<file path="src/rtl/sbpe_pkg.sv">
`timescale 1ns / 1ps

package sbpe_pkg;

    localparam int IDX_W = 12;
    localparam int N_W   = 5;
    localparam int SQ_W  = 10;
    localparam int SEC_W = 2;

    localparam logic [SEC_W-1:0] LAST_SECTION = 2'd2;

    // decoded stabilizer position handed from the divider to the path emitter
    typedef struct packed {
        logic             err;
        logic [SEC_W-1:0] sec;
        logic [N_W-1:0]   row;
        logic [N_W-1:0]   col;
        logic [IDX_W-1:0] base;
    } t_dec;

endpackage

</file>
<file path="src/rtl/stabilizer_boundary_path_emitter.sv">
`timescale 1ns / 1ps

// Stabilizer boundary path emitter. Each input item is one flagged stabilizer
// index of a three-section lattice with half width N (register half_size,
// reset 2, written through i_cfg_we / i_cfg_data; the user must write it only
// while the block is idle, the block itself does not enforce this). The block
// answers with the data-qubit indices that the correction toggles, one result
// item per qubit (1..N per path), o_last on the final one; an index of
// 3*N*(N+1) or more, or N of zero, gives a single item with o_out_of_range set.
// The index is split into section, row and col by repeated subtraction on one
// shared subtractor, one step a cycle: accept, one subtraction of N*(N+1) per
// section passed, one of N per row passed, then hold until the emitter takes it.
// The emitter passes a setup state, skipped for an out-of-range item, then gives
// one result item per cycle while i_ready is high, overlapping the next decode.
module stabilizer_boundary_path_emitter
    import sbpe_pkg::*;
(
    input  logic             i_clk,
    input  logic             i_rst_n,
    // configuration: half_size
    input  logic             i_cfg_we,
    input  logic [N_W-1:0]   i_cfg_data,
    // input items
    input  logic             i_valid,
    output logic             o_ready,
    input  logic [IDX_W-1:0] i_stabilizer_index,
    // result items
    output logic             o_valid,
    input  logic             i_ready,
    output logic [IDX_W-1:0] o_qubit_index,
    output logic             o_toggle_phase,
    output logic             o_out_of_range,
    output logic             o_last
);

    // half size and the section size N*(N+1), kept ready at write time
    logic [N_W-1:0]  r_n;
    logic [SQ_W-1:0] r_sq;
    logic [SQ_W-1:0] n_sq;
    logic [N_W:0]    cfg_np1;

    assign cfg_np1 = {1'b0, i_cfg_data} + (N_W+1)'(1);
    assign n_sq    = {{(SQ_W-N_W-1){1'b0}}, cfg_np1} * {{(SQ_W-N_W){1'b0}}, i_cfg_data};

    always_ff @(posedge i_clk) begin
        if (!i_rst_n) begin
            r_n  <= N_W'(2);
            r_sq <= SQ_W'(6);
        end else if (i_cfg_we) begin
            r_n  <= i_cfg_data;
            r_sq <= n_sq;
        end
    end

    // hand-off between the divider and the emitter
    t_dec dec;
    logic dec_valid;
    logic take;

    // section / row / col split by iterative subtraction
    sbpe_decode u_decode (
        .i_clk       (i_clk),
        .i_rst_n     (i_rst_n),
        .i_n         (r_n),
        .i_sq        (r_sq),
        .i_valid     (i_valid),
        .o_ready     (o_ready),
        .i_idx       (i_stabilizer_index),
        .o_dec_valid (dec_valid),
        .i_take      (take),
        .o_dec       (dec)
    );

    // path walk, one qubit per cycle while i_ready is high, out of a registered output
    sbpe_emit u_emit (
        .i_clk          (i_clk),
        .i_rst_n        (i_rst_n),
        .i_n            (r_n),
        .i_dec_valid    (dec_valid),
        .o_take         (take),
        .i_dec          (dec),
        .o_valid        (o_valid),
        .i_ready        (i_ready),
        .o_qubit_index  (o_qubit_index),
        .o_toggle_phase (o_toggle_phase),
        .o_out_of_range (o_out_of_range),
        .o_last         (o_last)
    );

endmodule

</file>
<file path="src/rtl/sbpe_decode.sv">
`timescale 1ns / 1ps

module sbpe_decode
    import sbpe_pkg::*;
(
    input  logic             i_clk,
    input  logic             i_rst_n,
    input  logic [N_W-1:0]   i_n,
    input  logic [SQ_W-1:0]  i_sq,
    input  logic             i_valid,
    output logic             o_ready,
    input  logic [IDX_W-1:0] i_idx,
    output logic             o_dec_valid,
    input  logic             i_take,
    output t_dec             o_dec
);

    typedef enum logic [3:0] {
        D_IDLE = 4'b0001,
        D_SEC  = 4'b0010,
        D_ROW  = 4'b0100,
        D_DONE = 4'b1000
    } t_dstate;

    t_dstate          r_state, n_state;
    logic [IDX_W-1:0] r_rem, n_rem;
    logic [SEC_W-1:0] r_sec, n_sec;
    logic [N_W-1:0]   r_row, n_row;
    logic [IDX_W-1:0] r_base, n_base;
    logic             r_err, n_err;

    // shared subtract and compare unit
    logic [IDX_W-1:0] operand;
    logic [IDX_W:0]   diff;
    logic             borrow;

    assign operand = (r_state == D_SEC) ? {{(IDX_W-SQ_W){1'b0}}, i_sq}
                                        : {{(IDX_W-N_W){1'b0}}, i_n};
    assign diff    = {1'b0, r_rem} - {1'b0, operand};
    assign borrow  = diff[IDX_W];

    always_comb begin
        n_state = r_state;
        n_rem   = r_rem;
        n_sec   = r_sec;
        n_row   = r_row;
        n_base  = r_base;
        n_err   = r_err;
        unique case (r_state)
            D_IDLE: begin
                if (i_valid) begin
                    n_rem   = i_idx;
                    n_sec   = '0;
                    n_row   = '0;
                    n_base  = IDX_W'(1);
                    n_err   = (i_n == '0);
                    n_state = (i_n == '0) ? D_DONE : D_SEC;
                end
            end
            D_SEC: begin
                if (!borrow) begin
                    if (r_sec == LAST_SECTION) begin
                        n_err   = 1'b1;
                        n_state = D_DONE;
                    end else begin
                        n_rem  = diff[IDX_W-1:0];
                        n_sec  = r_sec + SEC_W'(1);
                        n_base = r_base + {{(IDX_W-SQ_W){1'b0}}, i_sq};
                    end
                end else begin
                    n_state = D_ROW;
                end
            end
            D_ROW: begin
                if (!borrow) begin
                    n_rem = diff[IDX_W-1:0];
                    n_row = r_row + N_W'(1);
                end else begin
                    n_state = D_DONE;
                end
            end
            D_DONE: begin
                if (i_take) begin
                    n_state = D_IDLE;
                end
            end
            default: n_state = D_IDLE;
        endcase
    end

    always_ff @(posedge i_clk) begin
        if (!i_rst_n) begin
            r_state <= D_IDLE;
        end else begin
            r_state <= n_state;
        end
        r_rem  <= n_rem;
        r_sec  <= n_sec;
        r_row  <= n_row;
        r_base <= n_base;
        r_err  <= n_err;
    end

    assign o_ready     = (r_state == D_IDLE);
    assign o_dec_valid = (r_state == D_DONE);
    assign o_dec.err   = r_err;
    assign o_dec.sec   = r_sec;
    assign o_dec.row   = r_row;
    assign o_dec.col   = r_rem[N_W-1:0];
    assign o_dec.base  = r_base;

endmodule

</file>
<file path="src/rtl/sbpe_emit.sv">
`timescale 1ns / 1ps

module sbpe_emit
    import sbpe_pkg::*;
(
    input  logic             i_clk,
    input  logic             i_rst_n,
    input  logic [N_W-1:0]   i_n,
    input  logic             i_dec_valid,
    output logic             o_take,
    input  t_dec             i_dec,
    output logic             o_valid,
    input  logic             i_ready,
    output logic [IDX_W-1:0] o_qubit_index,
    output logic             o_toggle_phase,
    output logic             o_out_of_range,
    output logic             o_last
);

    typedef enum logic [2:0] {
        E_IDLE  = 3'b001,
        E_SETUP = 3'b010,
        E_EMIT  = 3'b100
    } t_estate;

    t_estate          r_state, n_state;
    logic [N_W-1:0]   r_mul_a, n_mul_a;
    logic [N_W-1:0]   r_add_b, n_add_b;
    logic [N_W:0]     r_step, n_step;
    logic [N_W-1:0]   r_cnt, n_cnt;
    logic [IDX_W-1:0] r_base, n_base;
    logic [IDX_W-1:0] r_q, n_q;
    logic             r_phase, n_phase;
    logic             r_err, n_err;

    logic [N_W:0]     np1;
    logic             par;
    logic             edge_row;
    logic             along;
    logic [N_W-1:0]   start, fixed, cnt0;
    logic [10:0]      prod;

    assign np1      = {1'b0, i_n} + (N_W+1)'(1);
    assign par      = i_dec.row[0] ^ i_dec.col[0];
    assign edge_row = (i_dec.row == i_n);
    assign prod     = {5'b0, np1} * {6'b0, r_mul_a};

    // path shape from the stabilizer position
    always_comb begin
        if (edge_row) begin
            along = ~(i_n[0] ^ i_dec.col[0]);
            if (along) begin
                start = i_dec.col;
                fixed = i_n;
            end else begin
                start = i_dec.col + N_W'(1);
                fixed = i_n - N_W'(1);
            end
            cnt0 = i_n - i_dec.col;
        end else begin
            along = ~par;
            if (along) begin
                start = i_dec.row;
                fixed = i_dec.col + N_W'(1);
                cnt0  = i_n - i_dec.row;
            end else begin
                start = i_dec.col + N_W'(1);
                fixed = i_dec.row;
                cnt0  = i_n - i_dec.col;
            end
        end
    end

    always_comb begin
        n_state = r_state;
        n_mul_a = r_mul_a;
        n_add_b = r_add_b;
        n_step  = r_step;
        n_cnt   = r_cnt;
        n_base  = r_base;
        n_q     = r_q;
        n_phase = r_phase;
        n_err   = r_err;
        unique case (r_state)
            E_IDLE: begin
                if (i_dec_valid) begin
                    if (i_dec.err) begin
                        n_q     = '0;
                        n_phase = 1'b0;
                        n_err   = 1'b1;
                        n_cnt   = N_W'(1);
                        n_state = E_EMIT;
                    end else begin
                        n_mul_a = along ? start : fixed;
                        n_add_b = along ? fixed : start;
                        n_step  = along ? np1 : (N_W+1)'(1);
                        n_cnt   = cnt0;
                        n_base  = i_dec.base;
                        n_phase = (i_dec.sec == LAST_SECTION) ? par : ~par;
                        n_err   = 1'b0;
                        n_state = E_SETUP;
                    end
                end
            end
            E_SETUP: begin
                n_q     = r_base + {1'b0, prod} + {{(IDX_W-N_W){1'b0}}, r_add_b};
                n_state = E_EMIT;
            end
            E_EMIT: begin
                if (i_ready) begin
                    if (r_cnt == N_W'(1)) begin
                        n_state = E_IDLE;
                    end else begin
                        n_q   = r_q + {{(IDX_W-N_W-1){1'b0}}, r_step};
                        n_cnt = r_cnt - N_W'(1);
                    end
                end
            end
            default: n_state = E_IDLE;
        endcase
    end

    always_ff @(posedge i_clk) begin
        if (!i_rst_n) begin
            r_state <= E_IDLE;
        end else begin
            r_state <= n_state;
        end
        r_mul_a <= n_mul_a;
        r_add_b <= n_add_b;
        r_step  <= n_step;
        r_cnt   <= n_cnt;
        r_base  <= n_base;
        r_q     <= n_q;
        r_phase <= n_phase;
        r_err   <= n_err;
    end

    assign o_take         = (r_state == E_IDLE) && i_dec_valid;
    assign o_valid        = (r_state == E_EMIT);
    assign o_qubit_index  = r_q;
    assign o_toggle_phase = r_phase;
    assign o_out_of_range = r_err;
    assign o_last         = (r_cnt == N_W'(1));

endmodule

</file>
<file path="config.mk">
export PLATFORM = sky130hd
export DESIGN_NAME = stabilizer_boundary_path_emitter
export DESIGN_NICKNAME = d
export VERILOG_FILES = /design/src/rtl/sbpe_pkg.sv /design/src/rtl/stabilizer_boundary_path_emitter.sv /design/src/rtl/sbpe_decode.sv /design/src/rtl/sbpe_emit.sv
export SDC_FILE = /design/constraint.sdc
export NUM_CORES = 1
export LEC_CHECK = 0
export BUFFER_PORTS_ARGS = -buffer_cell sky130_fd_sc_hd__buf_2
export CAP_MARGIN = 5
export CORE_ASPECT_RATIO = 0.9
export CORE_MARGIN = 3
export CORE_UTILIZATION = 45
export DETAILED_ROUTE_END_ITERATION = 8
export GPL_TIMING_DRIVEN = 0
export SLEW_MARGIN = 20
export SYNTH_ARGS = -nofsm -noshare
export SYNTH_HDL_FRONTEND = slang
export SYNTH_SLANG_ARGS = --single-unit
</file>
<file path="constraint.sdc">
create_clock -name i_clk -period 6 [get_ports i_clk]
set_input_delay 1.2 -clock i_clk [delete_from_list [all_inputs] [get_ports i_clk]]
set_output_delay 1.2 -clock i_clk [all_outputs]
set_load 0.01 [all_outputs]
</file>
==> impl_metrics.prom, run 1 <==
# TYPE chip_impl_metric gauge
chip_impl_metric{name="gp_congestion",unit=""} 0.825
chip_impl_metric{name="finalWorstPathRequiredPeriod",unit="ps"} 5380
chip_impl_metric{name="die_height",unit="µm"} 134
chip_impl_info{name="grt_setup_unrepaired",value="no"} 1
chip_impl_info{name="crit-reg2reg-launch",value="r_n[0]"} 1
chip_impl_metric{name="first_iter_violations",unit=""} 283
chip_impl_metric{name="max-clock-path-buffers",unit=""} 2
chip_impl_metric{name="avgViaCountPerCell",unit=""} 5.22
chip_impl_metric{name="number_of_max_cap_violations",unit=""} 0
chip_impl_metric{name="final_max_slew_viol_count",unit=""} 0
chip_impl_metric{name="synthesis.area",unit="mm²"} 0.00820
chip_impl_metric{name="max_stage_delay",unit="ps"} 540
chip_impl_metric{name="critPathRequiredTime",unit="ps"} 6100
chip_impl_metric{name="dr_total_vias",unit=""} 5980
chip_impl_metric{name="route.met3.wl",unit="µm"} 548
chip_impl_metric{name="drt.antenna.violating_nets",unit=""} 0
chip_impl_info{name="ys.flop_type",value="sky130_fd_sc_hd__edfxtp_1"} 1
chip_impl_metric{name="synth-edff-count",unit=""} 77
chip_impl_metric{name="final_min_period_over_clock_period",unit="%"} 89.6
chip_impl_metric{name="area.growth.synth_to_final",unit="%"} 9.64
chip_impl_metric{name="dp.final_hpwl",unit="µm"} 13800
chip_impl_metric{name="synth.yosys.seq_area_share",unit="%"} 33.3
chip_impl_metric{name="htree_levels",unit=""} 3
chip_impl_metric{name="vdd_ir_max",unit="V"} 0.000152
chip_impl_info{name="r2r-end",value="u_emit.o_qubit_index[11]"} 1
chip_impl_metric{name="grt_remaining_overflow",unit=""} 0
chip_impl_metric{name="port-buffer-count",unit=""} 37
chip_impl_metric{name="cts_resized",unit=""} 0
chip_impl_info{name="ctsRootBufferMaster",value="sky130_fd_sc_hd__clkbuf_16"} 1
chip_impl_info{name="topRoutingLayerUsed",value="met4"} 1
chip_impl_info{name="worstPathCellList",value="clkbuf_1 -> inv_1 -> ha_1 -> nand2_1 -> fa_1 -> fa_1 -> fa_1 -> inv_1 -> fa_1 -> ha_1 -> o21a_1 -> o31a_1 -> o31a_1 -> o31ai_1 -> and3_1 -> o31ai_1"} 1
chip_impl_metric{name="insertedDiodeCount",unit=""} 0
chip_impl_metric{name="power.density",unit="mW/mm²"} 262
chip_impl_metric{name="holdPathStages",unit=""} 0
chip_impl_metric{name="grt_pass1_vias",unit=""} 5898
chip_impl_info{name="worst-setup-path-type",value="register to register"} 1
chip_impl_metric{name="ys_ff_latch",unit=""} 98
chip_impl_metric{name="tritoncts.num_buffers",unit=""} 9
chip_impl_metric{name="rrSetupSlack",unit="ps"} 620
chip_impl_info{name="hold_path_end",value="u_emit.r_base[3]"} 1
chip_impl_metric{name="post_synth_num_cell_types",unit=""} 61
chip_impl_info{name="worst_hold_startpoint",value="u_decode.r_base[3]"} 1
chip_impl_metric{name="clkSlewWorstSetupHoldPaths",unit="ps"} 70
chip_impl_metric{name="route.detailed.wl_per_inst",unit="µm"} 15.1
chip_impl_info{name="critical-path-top-delay-family",value="adder cells"} 1
chip_impl_info{name="worstSetupEndpointType",value="register"} 1
chip_impl_metric{name="worst_r2r_path_depth",unit=""} 16
chip_impl_metric{name="synth-async-reset-ratio",unit="%"} 0
chip_impl_metric{name="grt.total_usage",unit="%"} 18.3
chip_impl_info{name="cts_tree",value="built"} 1
chip_impl_info{name="slowest_stage",value="sky130_fd_sc_hd__fa_1"} 1
chip_impl_metric{name="static-leakage-power",unit="nW"} 3.86
chip_impl_metric{name="die_area",unit="mm²"} 0.0199
chip_impl_metric{name="netlist_instances",unit=""} 852
chip_impl_metric{name="clock_insertion_delay_worst_skew",unit="ps"} 350
chip_impl_metric{name="std_cell_rows",unit=""} 46
chip_impl_metric{name="worst_pin_slew",unit="ps"} 898
chip_impl_metric{name="number_of_antenna_violations_at_the_first_check_in_global_routing",unit=""} 0
chip_impl_info{name="cp-start-kind",value="register"} 1
chip_impl_info{name="crit_top_cell",value="sky130_fd_sc_hd__fa_1"} 1
chip_impl_metric{name="firstDrtPassIters",unit=""} 5
chip_impl_metric{name="worst_clock_skew",unit="ps"} 10.1
chip_impl_metric{name="tns",unit="ps"} 0
chip_impl_metric{name="cp_data_arrival_time",unit="ps"} 5470
chip_impl_metric{name="timing.max_slew.rel_slack",unit="%"} 39.3
chip_impl_metric{name="cts_sinks",unit=""} 98
chip_impl_metric{name="boundaryPins",unit=""} 39
chip_impl_metric{name="layout-drive-gt1-share",unit="%"} 8.72
chip_impl_metric{name="largest_net_degree_at_the_start_of_global_routing",unit=""} 21
chip_impl_metric{name="core_area",unit="mm²"} 0.0177
chip_impl_metric{name="detail_route.drc_violations",unit=""} 0
chip_impl_metric{name="met2_length",unit="µm"} 8110
chip_impl_metric{name="critical_path.max_fanout",unit=""} 9
chip_impl_metric{name="worst-path-buf-inv",unit=""} 3
chip_impl_metric{name="die_width",unit="µm"} 148
chip_impl_metric{name="fin_ws",unit="ps"} 622
chip_impl_info{name="hold_path_class",value="register to register"} 1
chip_impl_metric{name="max_fclk",unit="MHz"} 186
chip_impl_metric{name="pre_cts_ws",unit="ps"} 609
chip_impl_metric{name="mappedNetlistNets",unit=""} 1008
chip_impl_metric{name="ys_warn_count",unit=""} 0
chip_impl_metric{name="grt_first_pass_wirelength",unit="µm"} 29200
chip_impl_metric{name="finalSetupViolCount",unit=""} 0
chip_impl_info{name="outcome",value="finished clean"} 1
chip_impl_metric{name="initial_core_util",unit="%"} 46.3
chip_impl_metric{name="layout.nets",unit=""} 1057
chip_impl_metric{name="fin_util",unit="%"} 50.7
chip_impl_metric{name="syn_area_per_cell",unit="µm²"} 9.63
chip_impl_metric{name="number_of_buffers_added_to_fix_hold_violations_after_cts",unit=""} 0
chip_impl_metric{name="finalWirelength",unit="µm"} 17300
chip_impl_metric{name="cts_setup_buffers",unit=""} 0
chip_impl_metric{name="drt-met1-wl",unit="µm"} 8480
chip_impl_metric{name="hold_viol",unit=""} 0
[per-stage QoR]
step                      instances  total power, W  instance area [µm²]  hold WS [ps]
after floorplan                 852         0.00162                 8200           431
after global routing           1146         0.00255                 8990           491
after detailed placement       1130         0.00183                 8720           460
after global placement         1129         0.00181                 8690           450
final                          1146         0.00236                 8990           478
after CTS                      1146         0.00239                 8990           477
[worst reg2reg max path, stage by stage (launching register included)]
cell                       delay, ps
sky130_fd_sc_hd__dfxtp_1         330
sky130_fd_sc_hd__clkbuf_1        400
sky130_fd_sc_hd__inv_1           310
sky130_fd_sc_hd__ha_1            510
sky130_fd_sc_hd__nand2_1         120
sky130_fd_sc_hd__fa_1            490
sky130_fd_sc_hd__fa_1            530
sky130_fd_sc_hd__fa_1            540
sky130_fd_sc_hd__inv_1            50
sky130_fd_sc_hd__fa_1            440
sky130_fd_sc_hd__ha_1            350
sky130_fd_sc_hd__o21a_1          180
sky130_fd_sc_hd__o31a_1          130
sky130_fd_sc_hd__o31a_1          250
sky130_fd_sc_hd__o31ai_1         240
sky130_fd_sc_hd__and3_1          200
sky130_fd_sc_hd__o31ai_1          60
[worst max-delay path by stage]
| stage | from | endpoint | depth (start not counted) |
|---|---|---|---|
| floorplan | r_n[0] | u_emit.o_qubit_index[11] | 16 |
| CTS | r_n[0] | u_emit.o_qubit_index[11] | 16 |
| finish | r_n[0] | u_emit.o_qubit_index[11] | 16 |
| global placement | r_n[0] | u_emit.o_qubit_index[11] | 16 |
| global route | r_n[0] | u_emit.o_qubit_index[11] | 16 |
| detailed placement | r_n[0] | u_emit.o_qubit_index[11] | 16 |
[per-layer routing]
layer,global-route usage [%],vias to the layer above
li1,-,3066
met1,24.9,2820
met2,31.0,86
met3,3.61,8
met4,3.28,0
met5,0,-
[where the power goes]
part           switching (W)  internal, W
Sequential         0.0000647     0.000822
Clock               0.000265     0.000282
Combinational       0.000521     0.000406
Total               0.000850      0.00151
[cell usage after synthesis, types with 14 or more instances]
library cell | count | area, µm²
sky130_fd_sc_hd__fa_1 | 40 | 801
sky130_fd_sc_hd__o21ai_0 | 31 | 155
sky130_fd_sc_hd__ha_1 | 94 | 1180
sky130_fd_sc_hd__a21oi_1 | 46 | 230
sky130_fd_sc_hd__and2_1 | 14 | 87.6
sky130_fd_sc_hd__nor3_1 | 22 | 110
sky130_fd_sc_hd__xor2_1 | 23 | 201
sky130_fd_sc_hd__clkbuf_1 | 14 | 52.6
sky130_fd_sc_hd__inv_1 | 91 | 342
sky130_fd_sc_hd__mux2i_1 | 16 | 160
sky130_fd_sc_hd__nand3_1 | 22 | 110
sky130_fd_sc_hd__edfxtp_1 | 77 | 2310
sky130_fd_sc_hd__xnor2_1 | 35 | 307
sky130_fd_sc_hd__nor2_1 | 72 | 270
sky130_fd_sc_hd__nand2b_1 | 21 | 131
sky130_fd_sc_hd__dfxtp_1 | 21 | 420
sky130_fd_sc_hd__nor2b_1 | 19 | 119
sky130_fd_sc_hd__nand2_1 | 73 | 274
[sequential cells by signal, summed over array words and instances (netlist names), 2 cells and up]
register / count
r_n: 5
r_sq: 9
u_decode.r_base: 11
u_decode.r_rem: 12
u_decode.r_row: 5
u_decode.r_sec: 2
u_decode.r_state: 4
u_emit.o_qubit_index: 12
u_emit.r_add_b: 5
u_emit.r_base: 11
u_emit.r_cnt: 5
u_emit.r_mul_a: 5
u_emit.r_state: 3
u_emit.r_step: 6
[cell type report]
cell class | instances | area [µm²]
Timing Repair Buffer | 38 | 213
Clock inverter | 6 | 41.3
Tap cell | 240 | 300
Multi-Input combinational cell | 645 | 5070
Inverter | 92 | 345
Clock buffer | 10 | 229
Sequential cell | 98 | 2730
Buffer | 17 | 67.6
Fill cell | 1714 | 8730
[layout by cell type, fill, tap and decap left out, types with 8 or more instances in the layout]
cell | Yosys | routed
sky130_fd_sc_hd__nor3_1 | 22 | 22
sky130_fd_sc_hd__buf_2 | 3 | 40
sky130_fd_sc_hd__nand2_1 | 73 | 73
sky130_fd_sc_hd__clkbuf_16 | 0 | 9
sky130_fd_sc_hd__clkbuf_1 | 14 | 15
sky130_fd_sc_hd__o22ai_1 | 11 | 11
sky130_fd_sc_hd__mux2i_1 | 16 | 16
sky130_fd_sc_hd__xnor2_1 | 35 | 35
sky130_fd_sc_hd__a21oi_1 | 46 | 46
sky130_fd_sc_hd__fa_1 | 40 | 40
sky130_fd_sc_hd__nand2b_1 | 21 | 21
sky130_fd_sc_hd__nor2b_1 | 19 | 19
sky130_fd_sc_hd__a211oi_1 | 8 | 8
sky130_fd_sc_hd__o21ai_0 | 31 | 31
sky130_fd_sc_hd__dfxtp_1 | 21 | 21
sky130_fd_sc_hd__inv_1 | 91 | 91
sky130_fd_sc_hd__a21o_1 | 11 | 11
sky130_fd_sc_hd__and2_1 | 14 | 14
sky130_fd_sc_hd__ha_1 | 94 | 94
sky130_fd_sc_hd__nor2_1 | 72 | 71
sky130_fd_sc_hd__xor2_1 | 23 | 23
sky130_fd_sc_hd__o21a_1 | 12 | 12
sky130_fd_sc_hd__edfxtp_1 | 77 | 77
sky130_fd_sc_hd__nand3_1 | 22 | 22
[cells by family (layout without fill, tap and decap cells)]
family / Yosys count / after routing / synth area share (%)
xor gates and xnor gates: 59 / 59 / 6.39
buffers and inverters: 109 / 163 / 5.03
adders and majority gates: 134 / 134 / 24.1
AOI/OAI and AO/OA: 162 / 162 / 12.8
and+or+nand+nor: 271 / 271 / 16.0
muxes: 19 / 19 / 2.36
DFF: 98 / 98 / 33.3
(Power assumes the default switching activity.)
==> inputs of run 2 (changes only) <==
--- a/config.mk
+++ b/config.mk
@@ -9,9 +9,11 @@
 export CAP_MARGIN = 5
 export CORE_ASPECT_RATIO = 0.9
 export CORE_MARGIN = 3
-export CORE_UTILIZATION = 45
+export CORE_UTILIZATION = 56
 export DETAILED_ROUTE_END_ITERATION = 8
+export GPL_ROUTABILITY_DRIVEN = 0
 export GPL_TIMING_DRIVEN = 0
+export PLACE_DENSITY = 0.74
 export SLEW_MARGIN = 20
 export SYNTH_ARGS = -nofsm -noshare
 export SYNTH_HDL_FRONTEND = slang
==> impl_metrics.prom, run 2 (synthesized netlist as in run 1, its figures left out) <==
# TYPE chip_impl_metric gauge
chip_impl_metric{name="critical_path.max_fanout",unit=""} 9
chip_impl_metric{name="layoutNonFillerInstCount",unit=""} 1098
chip_impl_metric{name="insertedDiodeCount",unit=""} 0
chip_impl_metric{name="cts_setup_buffers",unit=""} 0
chip_impl_metric{name="cts_resized",unit=""} 0
chip_impl_metric{name="cp_data_arrival_time",unit="ps"} 5590
chip_impl_metric{name="grt_first_pass_wirelength",unit="µm"} 28000
chip_impl_info{name="ctsRootBufferMaster",value="sky130_fd_sc_hd__clkbuf_16"} 1
chip_impl_info{name="worstSetupEndpointType",value="register"} 1
chip_impl_metric{name="multiInputGateArea",unit="mm²"} 0.00507
chip_impl_metric{name="critical_path_cell_count",unit=""} 16
chip_impl_metric{name="critPathRequiredTime",unit="ps"} 6180
chip_impl_metric{name="avgViaCountPerCell",unit=""} 5.50
chip_impl_metric{name="number_of_buffers_added_to_fix_hold_violations_after_cts",unit=""} 0
chip_impl_metric{name="finalWirelength",unit="µm"} 16700
chip_impl_metric{name="totalPowerFinal",unit="W"} 0.00241
chip_impl_metric{name="static-leakage-power",unit="nW"} 3.87
chip_impl_metric{name="net-switching-power",unit="W"} 0.000858
chip_impl_metric{name="holdPathStages",unit=""} 0
chip_impl_metric{name="die_height",unit="µm"} 121
chip_impl_metric{name="final_max_slew_viol_count",unit=""} 0
chip_impl_metric{name="vdd_ir_max",unit="V"} 0.000187
chip_impl_metric{name="htree_levels",unit=""} 3
chip_impl_info{name="cts_tree",value="built"} 1
chip_impl_metric{name="grt.total_usage",unit="%"} 21.8
chip_impl_metric{name="initial_core_util",unit="%"} 57.9
chip_impl_info{name="layout.cells.most_common",value="sky130_fd_sc_hd__ha_1"} 1
chip_impl_metric{name="post_route_design_area",unit="mm²"} 0.00894
chip_impl_metric{name="area.growth.synth_to_final",unit="%"} 9.00
chip_impl_metric{name="tritoncts.num_buffers",unit=""} 9
chip_impl_info{name="worstPathCellList",value="clkbuf_1 -> inv_1 -> ha_1 -> nand2_1 -> fa_1 -> fa_1 -> fa_1 -> inv_1 -> fa_1 -> ha_1 -> o21a_1 -> o31a_1 -> o31a_1 -> o31ai_1 -> a21oi_1 -> o31ai_1"} 1
chip_impl_metric{name="number_of_max_cap_violations",unit=""} 0
chip_impl_metric{name="dr_total_vias",unit=""} 6042
chip_impl_metric{name="number_of_antenna_violations_at_the_first_check_in_global_routing",unit=""} 0
chip_impl_metric{name="finalWorstPathRequiredPeriod",unit="ps"} 5410
chip_impl_metric{name="timing.max_slew.rel_slack",unit="%"} 43.3
chip_impl_metric{name="firstDrtPassIters",unit=""} 5
chip_impl_metric{name="grt_remaining_overflow",unit=""} 0
chip_impl_metric{name="layout-drive-gt1-share",unit="%"} 8.62
chip_impl_info{name="outcome",value="finished clean"} 1
chip_impl_metric{name="route.detailed.wl_per_inst",unit="µm"} 15.2
chip_impl_info{name="hold_path_class",value="register to register"} 1
chip_impl_metric{name="max_stage_delay",unit="ps"} 550
chip_impl_metric{name="max_fclk",unit="MHz"} 185
chip_impl_info{name="critical-path-top-delay-family",value="adder cells"} 1
chip_impl_metric{name="largest_net_degree_at_the_start_of_global_routing",unit=""} 28
chip_impl_metric{name="fill_cells",unit=""} 1229
chip_impl_metric{name="cts_sinks",unit=""} 98
chip_impl_metric{name="share_clk_of_total_power",unit="%"} 24.8
chip_impl_metric{name="power.share.switching",unit="%"} 35.5
chip_impl_metric{name="clock_insertion_delay_worst_skew",unit="ps"} 360
chip_impl_metric{name="hold_viol",unit=""} 0
chip_impl_metric{name="boundaryPins",unit=""} 39
chip_impl_metric{name="dpl.cell_count",unit=""} 1082
chip_impl_metric{name="clkSlewWorstSetupHoldPaths",unit="ps"} 70
chip_impl_metric{name="die_width",unit="µm"} 134
chip_impl_metric{name="fin_worst_hold_slack",unit="ps"} 479
chip_impl_metric{name="port-buffer-count",unit=""} 37
chip_impl_metric{name="worst-path-buf-inv",unit=""} 3
chip_impl_metric{name="first_iter_violations",unit=""} 360
chip_impl_metric{name="regArea",unit="mm²"} 0.00273
chip_impl_metric{name="layout.nets",unit=""} 1056
chip_impl_metric{name="die_area",unit="mm²"} 0.0161
chip_impl_metric{name="power.share.sequential",unit="%"} 36.7
chip_impl_metric{name="std_cell_rows",unit=""} 41
chip_impl_metric{name="drt.antenna.violating_nets",unit=""} 0
chip_impl_metric{name="final_min_period_over_clock_period",unit="%"} 90.2
chip_impl_metric{name="detail_route.drc_violations",unit=""} 0
chip_impl_metric{name="placed_area",unit="mm²"} 0.00864
chip_impl_metric{name="worst_clock_skew",unit="ps"} 8.37
chip_impl_metric{name="max-clock-path-buffers",unit=""} 2
chip_impl_metric{name="p_comb_share",unit="%"} 38.5
chip_impl_metric{name="core_area",unit="mm²"} 0.0142
chip_impl_info{name="crit_top_cell",value="sky130_fd_sc_hd__fa_1"} 1
chip_impl_info{name="grt_setup_unrepaired",value="no"} 1
chip_impl_metric{name="grt_pass1_vias",unit=""} 5907
chip_impl_metric{name="worst_r2r_path_depth",unit=""} 16
chip_impl_metric{name="cell_internal_pwr",unit="W"} 0.00156
chip_impl_metric{name="finalSetupViolCount",unit=""} 0
chip_impl_info{name="highest_count_cells_in_the_layout_ignoring_fill_and_taps",value="94 x sky130_fd_sc_hd__ha_1, 91 x sky130_fd_sc_hd__inv_1, 77 x sky130_fd_sc_hd__edfxtp_1, 73 x sky130_fd_sc_hd__nand2_1, 71 x sky130_fd_sc_hd__nor2_1"} 1
chip_impl_metric{name="power.density",unit="mW/mm²"} 270
chip_impl_info{name="cp-start-kind",value="register"} 1
chip_impl_metric{name="tns",unit="ps"} 0
chip_impl_metric{name="dp.final_hpwl",unit="µm"} 13100
chip_impl_info{name="slowest_stage",value="sky130_fd_sc_hd__fa_1"} 1
chip_impl_metric{name="worst_pin_slew",unit="ps"} 838
chip_impl_info{name="worst-setup-path-type",value="register to register"} 1
[run 2: routing by layer]
| layer | GRT usage, % | vias up | wire (µm) |
|---|---|---|---|
| met1 | 28.6 | 2814 | 7700 |
| met5 | 0 | - | 0 |
| li1 | - | 3064 | - |
| met4 | 7.33 | 0 | 363 |
| met2 | 36.5 | 138 | 7860 |
| met3 | 3.95 | 26 | 739 |
[run 2: worst reg2reg max path: stages (launching register included)]
cell and delay, ps:
sky130_fd_sc_hd__dfxtp_1 330, sky130_fd_sc_hd__clkbuf_1 410, sky130_fd_sc_hd__inv_1 300, sky130_fd_sc_hd__ha_1 510, sky130_fd_sc_hd__nand2_1 120, sky130_fd_sc_hd__fa_1 490
sky130_fd_sc_hd__fa_1 520, sky130_fd_sc_hd__fa_1 550, sky130_fd_sc_hd__inv_1 50, sky130_fd_sc_hd__fa_1 450, sky130_fd_sc_hd__ha_1 350, sky130_fd_sc_hd__o21a_1 180
sky130_fd_sc_hd__o31a_1 130, sky130_fd_sc_hd__o31a_1 250, sky130_fd_sc_hd__o31ai_1 240, sky130_fd_sc_hd__a21oi_1 120, sky130_fd_sc_hd__o31ai_1 230
[run 2: stage by stage]
step	util (%)	setup slack (ps)
detailed placement	61.0	576
CTS	63.2	545
floorplan	-	1250
global placement	61.0	684
finish	63.2	590
global route	63.2	232
[run 2: path summary, 6_finish.rpt]
path	from	end	slack, ps
setup reg to reg	r_n[0]	u_emit.o_qubit_index[11]	590
hold / removal	u_decode.r_base[7]	u_emit.r_base[7]	480
hold reg to reg	u_decode.r_base[7]	u_emit.r_base[7]	480
setup / recovery	r_n[0]	u_emit.o_qubit_index[11]	590
[run 2: area by class of cell]
class	count	share of cell area (%)
multi-input combinational	645	56.7
sequential	98	30.6
inverter	92	3.86
tap	193	2.70
clock buffer	9	2.52
timing repair buffer	37	2.07
clock inverter	7	0.881
buffer	17	0.756
[run 2: power groups by stage]
| stage | clock network, W | registers [W] | logic, W |
|---|---|---|---|
| final | 0.000599 | 0.000887 | 0.000929 |
| after global routing | 0.000627 | 0.000894 | 0.00106 |
| after CTS | 0.000607 | 0.000886 | 0.000929 |
| after detailed placement | 0 | 0.000901 | 0.000918 |
| after global placement | 0 | 0.000898 | 0.000901 |
| after floorplan | 0 | 0.000874 | 0.000748 |
==> inputs of run 3 (changes only) <==
--- a/config.mk
+++ b/config.mk
@@ -7,13 +7,15 @@
 export LEC_CHECK = 0
 export BUFFER_PORTS_ARGS = -buffer_cell sky130_fd_sc_hd__buf_2
 export CAP_MARGIN = 5
+export CELL_PAD_IN_SITES_DETAIL_PLACEMENT = 0
+export CELL_PAD_IN_SITES_GLOBAL_PLACEMENT = 1
 export CORE_ASPECT_RATIO = 0.9
 export CORE_MARGIN = 3
-export CORE_UTILIZATION = 56
+export CORE_UTILIZATION = 50
 export DETAILED_ROUTE_END_ITERATION = 8
 export GPL_ROUTABILITY_DRIVEN = 0
 export GPL_TIMING_DRIVEN = 0
-export PLACE_DENSITY = 0.74
+export PLACE_DENSITY_LB_ADDON = 0.1
 export SLEW_MARGIN = 20
 export SYNTH_ARGS = -nofsm -noshare
 export SYNTH_HDL_FRONTEND = slang
==> impl_metrics.prom, run 3 (synthesized netlist as in run 1, its figures left out) <==
# TYPE chip_impl_metric gauge
chip_impl_metric{name="layout.nets",unit=""} 1056
chip_impl_metric{name="number_of_buffers_added_to_fix_hold_violations_after_cts",unit=""} 0
chip_impl_metric{name="max_stage_delay",unit="ps"} 540
chip_impl_metric{name="die_width",unit="µm"} 141
chip_impl_metric{name="grt_pass1_vias",unit=""} 6164
chip_impl_metric{name="timing.max_slew.rel_slack",unit="%"} 42.3
chip_impl_metric{name="power.density",unit="mW/mm²"} 278
chip_impl_metric{name="dr_total_vias",unit=""} 6124
chip_impl_metric{name="post_route_design_area",unit="mm²"} 0.00899
chip_impl_metric{name="dpl.cell_count",unit=""} 1091
chip_impl_metric{name="dp.final_hpwl",unit="µm"} 14400
chip_impl_metric{name="cts_setup_buffers",unit=""} 0
chip_impl_metric{name="rrSetupSlack",unit="ps"} 590
chip_impl_metric{name="regArea",unit="mm²"} 0.00273
chip_impl_metric{name="die_area",unit="mm²"} 0.0180
chip_impl_metric{name="port-buffer-count",unit=""} 37
chip_impl_info{name="worstSetupEndpointType",value="register"} 1
chip_impl_metric{name="detail_route.drc_violations",unit=""} 0
chip_impl_info{name="hold_path_end",value="u_emit.r_base[3]"} 1
chip_impl_info{name="slowest_stage",value="sky130_fd_sc_hd__fa_1"} 1
chip_impl_metric{name="worst_clock_skew",unit="ps"} 9.11
chip_impl_metric{name="static-leakage-power",unit="nW"} 3.89
chip_impl_metric{name="final_min_period_over_clock_period",unit="%"} 90.2
chip_impl_metric{name="tritoncts.num_buffers",unit=""} 9
chip_impl_metric{name="route.detailed.wl_per_inst",unit="µm"} 16.1
chip_impl_info{name="highest_count_cells_in_the_layout_ignoring_fill_and_taps",value="94 x sky130_fd_sc_hd__ha_1, 91 x sky130_fd_sc_hd__inv_1, 77 x sky130_fd_sc_hd__edfxtp_1, 73 x sky130_fd_sc_hd__nand2_1, 71 x sky130_fd_sc_hd__nor2_1"} 1
chip_impl_metric{name="worst_pin_slew",unit="ps"} 854
chip_impl_metric{name="grt.total_usage",unit="%"} 20.9
chip_impl_metric{name="layoutNonFillerInstCount",unit=""} 1107
chip_impl_metric{name="htree_levels",unit=""} 3
chip_impl_metric{name="clkSlewWorstSetupHoldPaths",unit="ps"} 60
chip_impl_metric{name="core_area",unit="mm²"} 0.0158
chip_impl_metric{name="layout-drive-gt1-share",unit="%"} 8.73
chip_impl_metric{name="initial_core_util",unit="%"} 52.0
chip_impl_metric{name="firstDrtPassIters",unit=""} 5
chip_impl_metric{name="cp_data_arrival_time",unit="ps"} 5510
chip_impl_info{name="outcome",value="finished clean"} 1
chip_impl_metric{name="std_cell_rows",unit=""} 43
chip_impl_metric{name="multiInputGateArea",unit="mm²"} 0.00507
chip_impl_info{name="crit_top_cell",value="sky130_fd_sc_hd__fa_1"} 1
chip_impl_info{name="grt_setup_unrepaired",value="no"} 1
chip_impl_metric{name="placed_area",unit="mm²"} 0.00865
chip_impl_metric{name="area.growth.synth_to_final",unit="%"} 9.59
chip_impl_metric{name="cts_sinks",unit=""} 98
chip_impl_info{name="worst-setup-path-type",value="register to register"} 1
chip_impl_metric{name="clock_insertion_delay_worst_skew",unit="ps"} 350
chip_impl_info{name="hold_path_class",value="register to register"} 1
chip_impl_metric{name="tns",unit="ps"} 0
chip_impl_metric{name="avgViaCountPerCell",unit=""} 5.53
chip_impl_metric{name="finalWirelength",unit="µm"} 17900
chip_impl_metric{name="grt_remaining_overflow",unit=""} 0
chip_impl_metric{name="drt.antenna.violating_nets",unit=""} 0
chip_impl_metric{name="vdd_ir_max",unit="V"} 0.000160
chip_impl_metric{name="holdPathStages",unit=""} 0
chip_impl_info{name="cts_tree",value="built"} 1
chip_impl_metric{name="finalWorstPathRequiredPeriod",unit="ps"} 5410
chip_impl_info{name="ctsRootBufferMaster",value="sky130_fd_sc_hd__clkbuf_16"} 1
chip_impl_metric{name="critical_path.max_fanout",unit=""} 9
chip_impl_info{name="worst_hold_startpoint",value="u_decode.r_base[3]"} 1
chip_impl_metric{name="grt_first_pass_wirelength",unit="µm"} 29900
chip_impl_info{name="r2r-end",value="u_emit.o_qubit_index[11]"} 1
chip_impl_info{name="worstPathCellList",value="clkbuf_1 -> inv_1 -> ha_1 -> nand2_1 -> fa_1 -> fa_1 -> fa_1 -> inv_1 -> fa_1 -> ha_1 -> o21a_1 -> o31a_1 -> o31a_1 -> o31ai_1 -> and3_1 -> o31ai_1"} 1
chip_impl_metric{name="hold_viol",unit=""} 0
chip_impl_metric{name="critPathRequiredTime",unit="ps"} 6100
chip_impl_metric{name="insertedDiodeCount",unit=""} 0
chip_impl_metric{name="number_of_antenna_violations_at_the_first_check_in_global_routing",unit=""} 0
chip_impl_metric{name="fill_cells",unit=""} 1404
chip_impl_metric{name="cts_resized",unit=""} 0
chip_impl_metric{name="number_of_max_cap_violations",unit=""} 0
chip_impl_info{name="crit-reg2reg-launch",value="r_n[0]"} 1
chip_impl_metric{name="finalSetupViolCount",unit=""} 0
chip_impl_info{name="layout.cells.most_common",value="sky130_fd_sc_hd__ha_1"} 1
chip_impl_metric{name="final_max_slew_viol_count",unit=""} 0
chip_impl_info{name="cp-start-kind",value="register"} 1
chip_impl_metric{name="die_height",unit="µm"} 128
chip_impl_metric{name="max_fclk",unit="MHz"} 185
chip_impl_metric{name="largest_net_degree_at_the_start_of_global_routing",unit=""} 28
chip_impl_metric{name="first_iter_violations",unit=""} 350
chip_impl_metric{name="worst_r2r_path_depth",unit=""} 16
chip_impl_metric{name="max-clock-path-buffers",unit=""} 2
chip_impl_metric{name="boundaryPins",unit=""} 39
-- run 3: power breakdown --
part / leakage, nW / internal, W / switching (W) / total [W]
registers: 0.886 / 0.000822 / 0.0000685 / 0.000891
clock network: 0.166 / 0.000407 / 0.000257 / 0.000664
logic: 2.84 / 0.000409 / 0.000533 / 0.000942
-- run 3: layer usage --
layer  GRT usage [%]  routed length, µm
met5               0                  0
met4            5.07                237
met3            3.63                738
met2            36.8               8850
met1            26.8               8030
-- run 3: cell type report --
| class | instances | share of cell area, % |
|---|---|---|
| multi-input combinational | 645 | 56.3 |
| buffer | 17 | 0.751 |
| sequential | 98 | 30.4 |
| timing repair buffer | 37 | 2.06 |
| inverter | 92 | 3.84 |
| clock buffer | 9 | 2.50 |
| clock inverter | 7 | 1.29 |
| tap | 202 | 2.81 |
-- run 3: metrics by stage --
step	power (W)	setup slack, ps	hold slack, ps	util, %
after floorplan	0.00162	1250	431	-
after detailed placement	0.00184	530	459	54.9
after global placement	0.00181	604	455	54.8
final	0.00250	587	476	57.0
after CTS	0.00251	510	475	57.0
after global routing	0.00268	265	488	57.0
-- run 3: worst max path at each step --
stage               startpoint                        to  slack, ps  cells after the start
floorplan               r_n[0]  u_emit.o_qubit_index[11]       1250                     16
global placement        r_n[0]  u_emit.o_qubit_index[11]        600                     16
detailed placement      r_n[0]  u_emit.o_qubit_index[11]        530                     16
CTS                     r_n[0]  u_emit.o_qubit_index[11]        510                     16
global route            r_n[0]  u_emit.o_qubit_index[11]        260                     16
finish                  r_n[0]  u_emit.o_qubit_index[11]        590                     16
-- run 3: critical path, delay by kind of cell (launching register included) --
kind / cells / cell delay [ps]
adders and majority gates: 6 / 2900
and+or+nand+nor: 2 / 330
buffers and inverters: 3 / 720
DFF: 1 / 330
AOI/OAI and AO/OA: 5 / 890
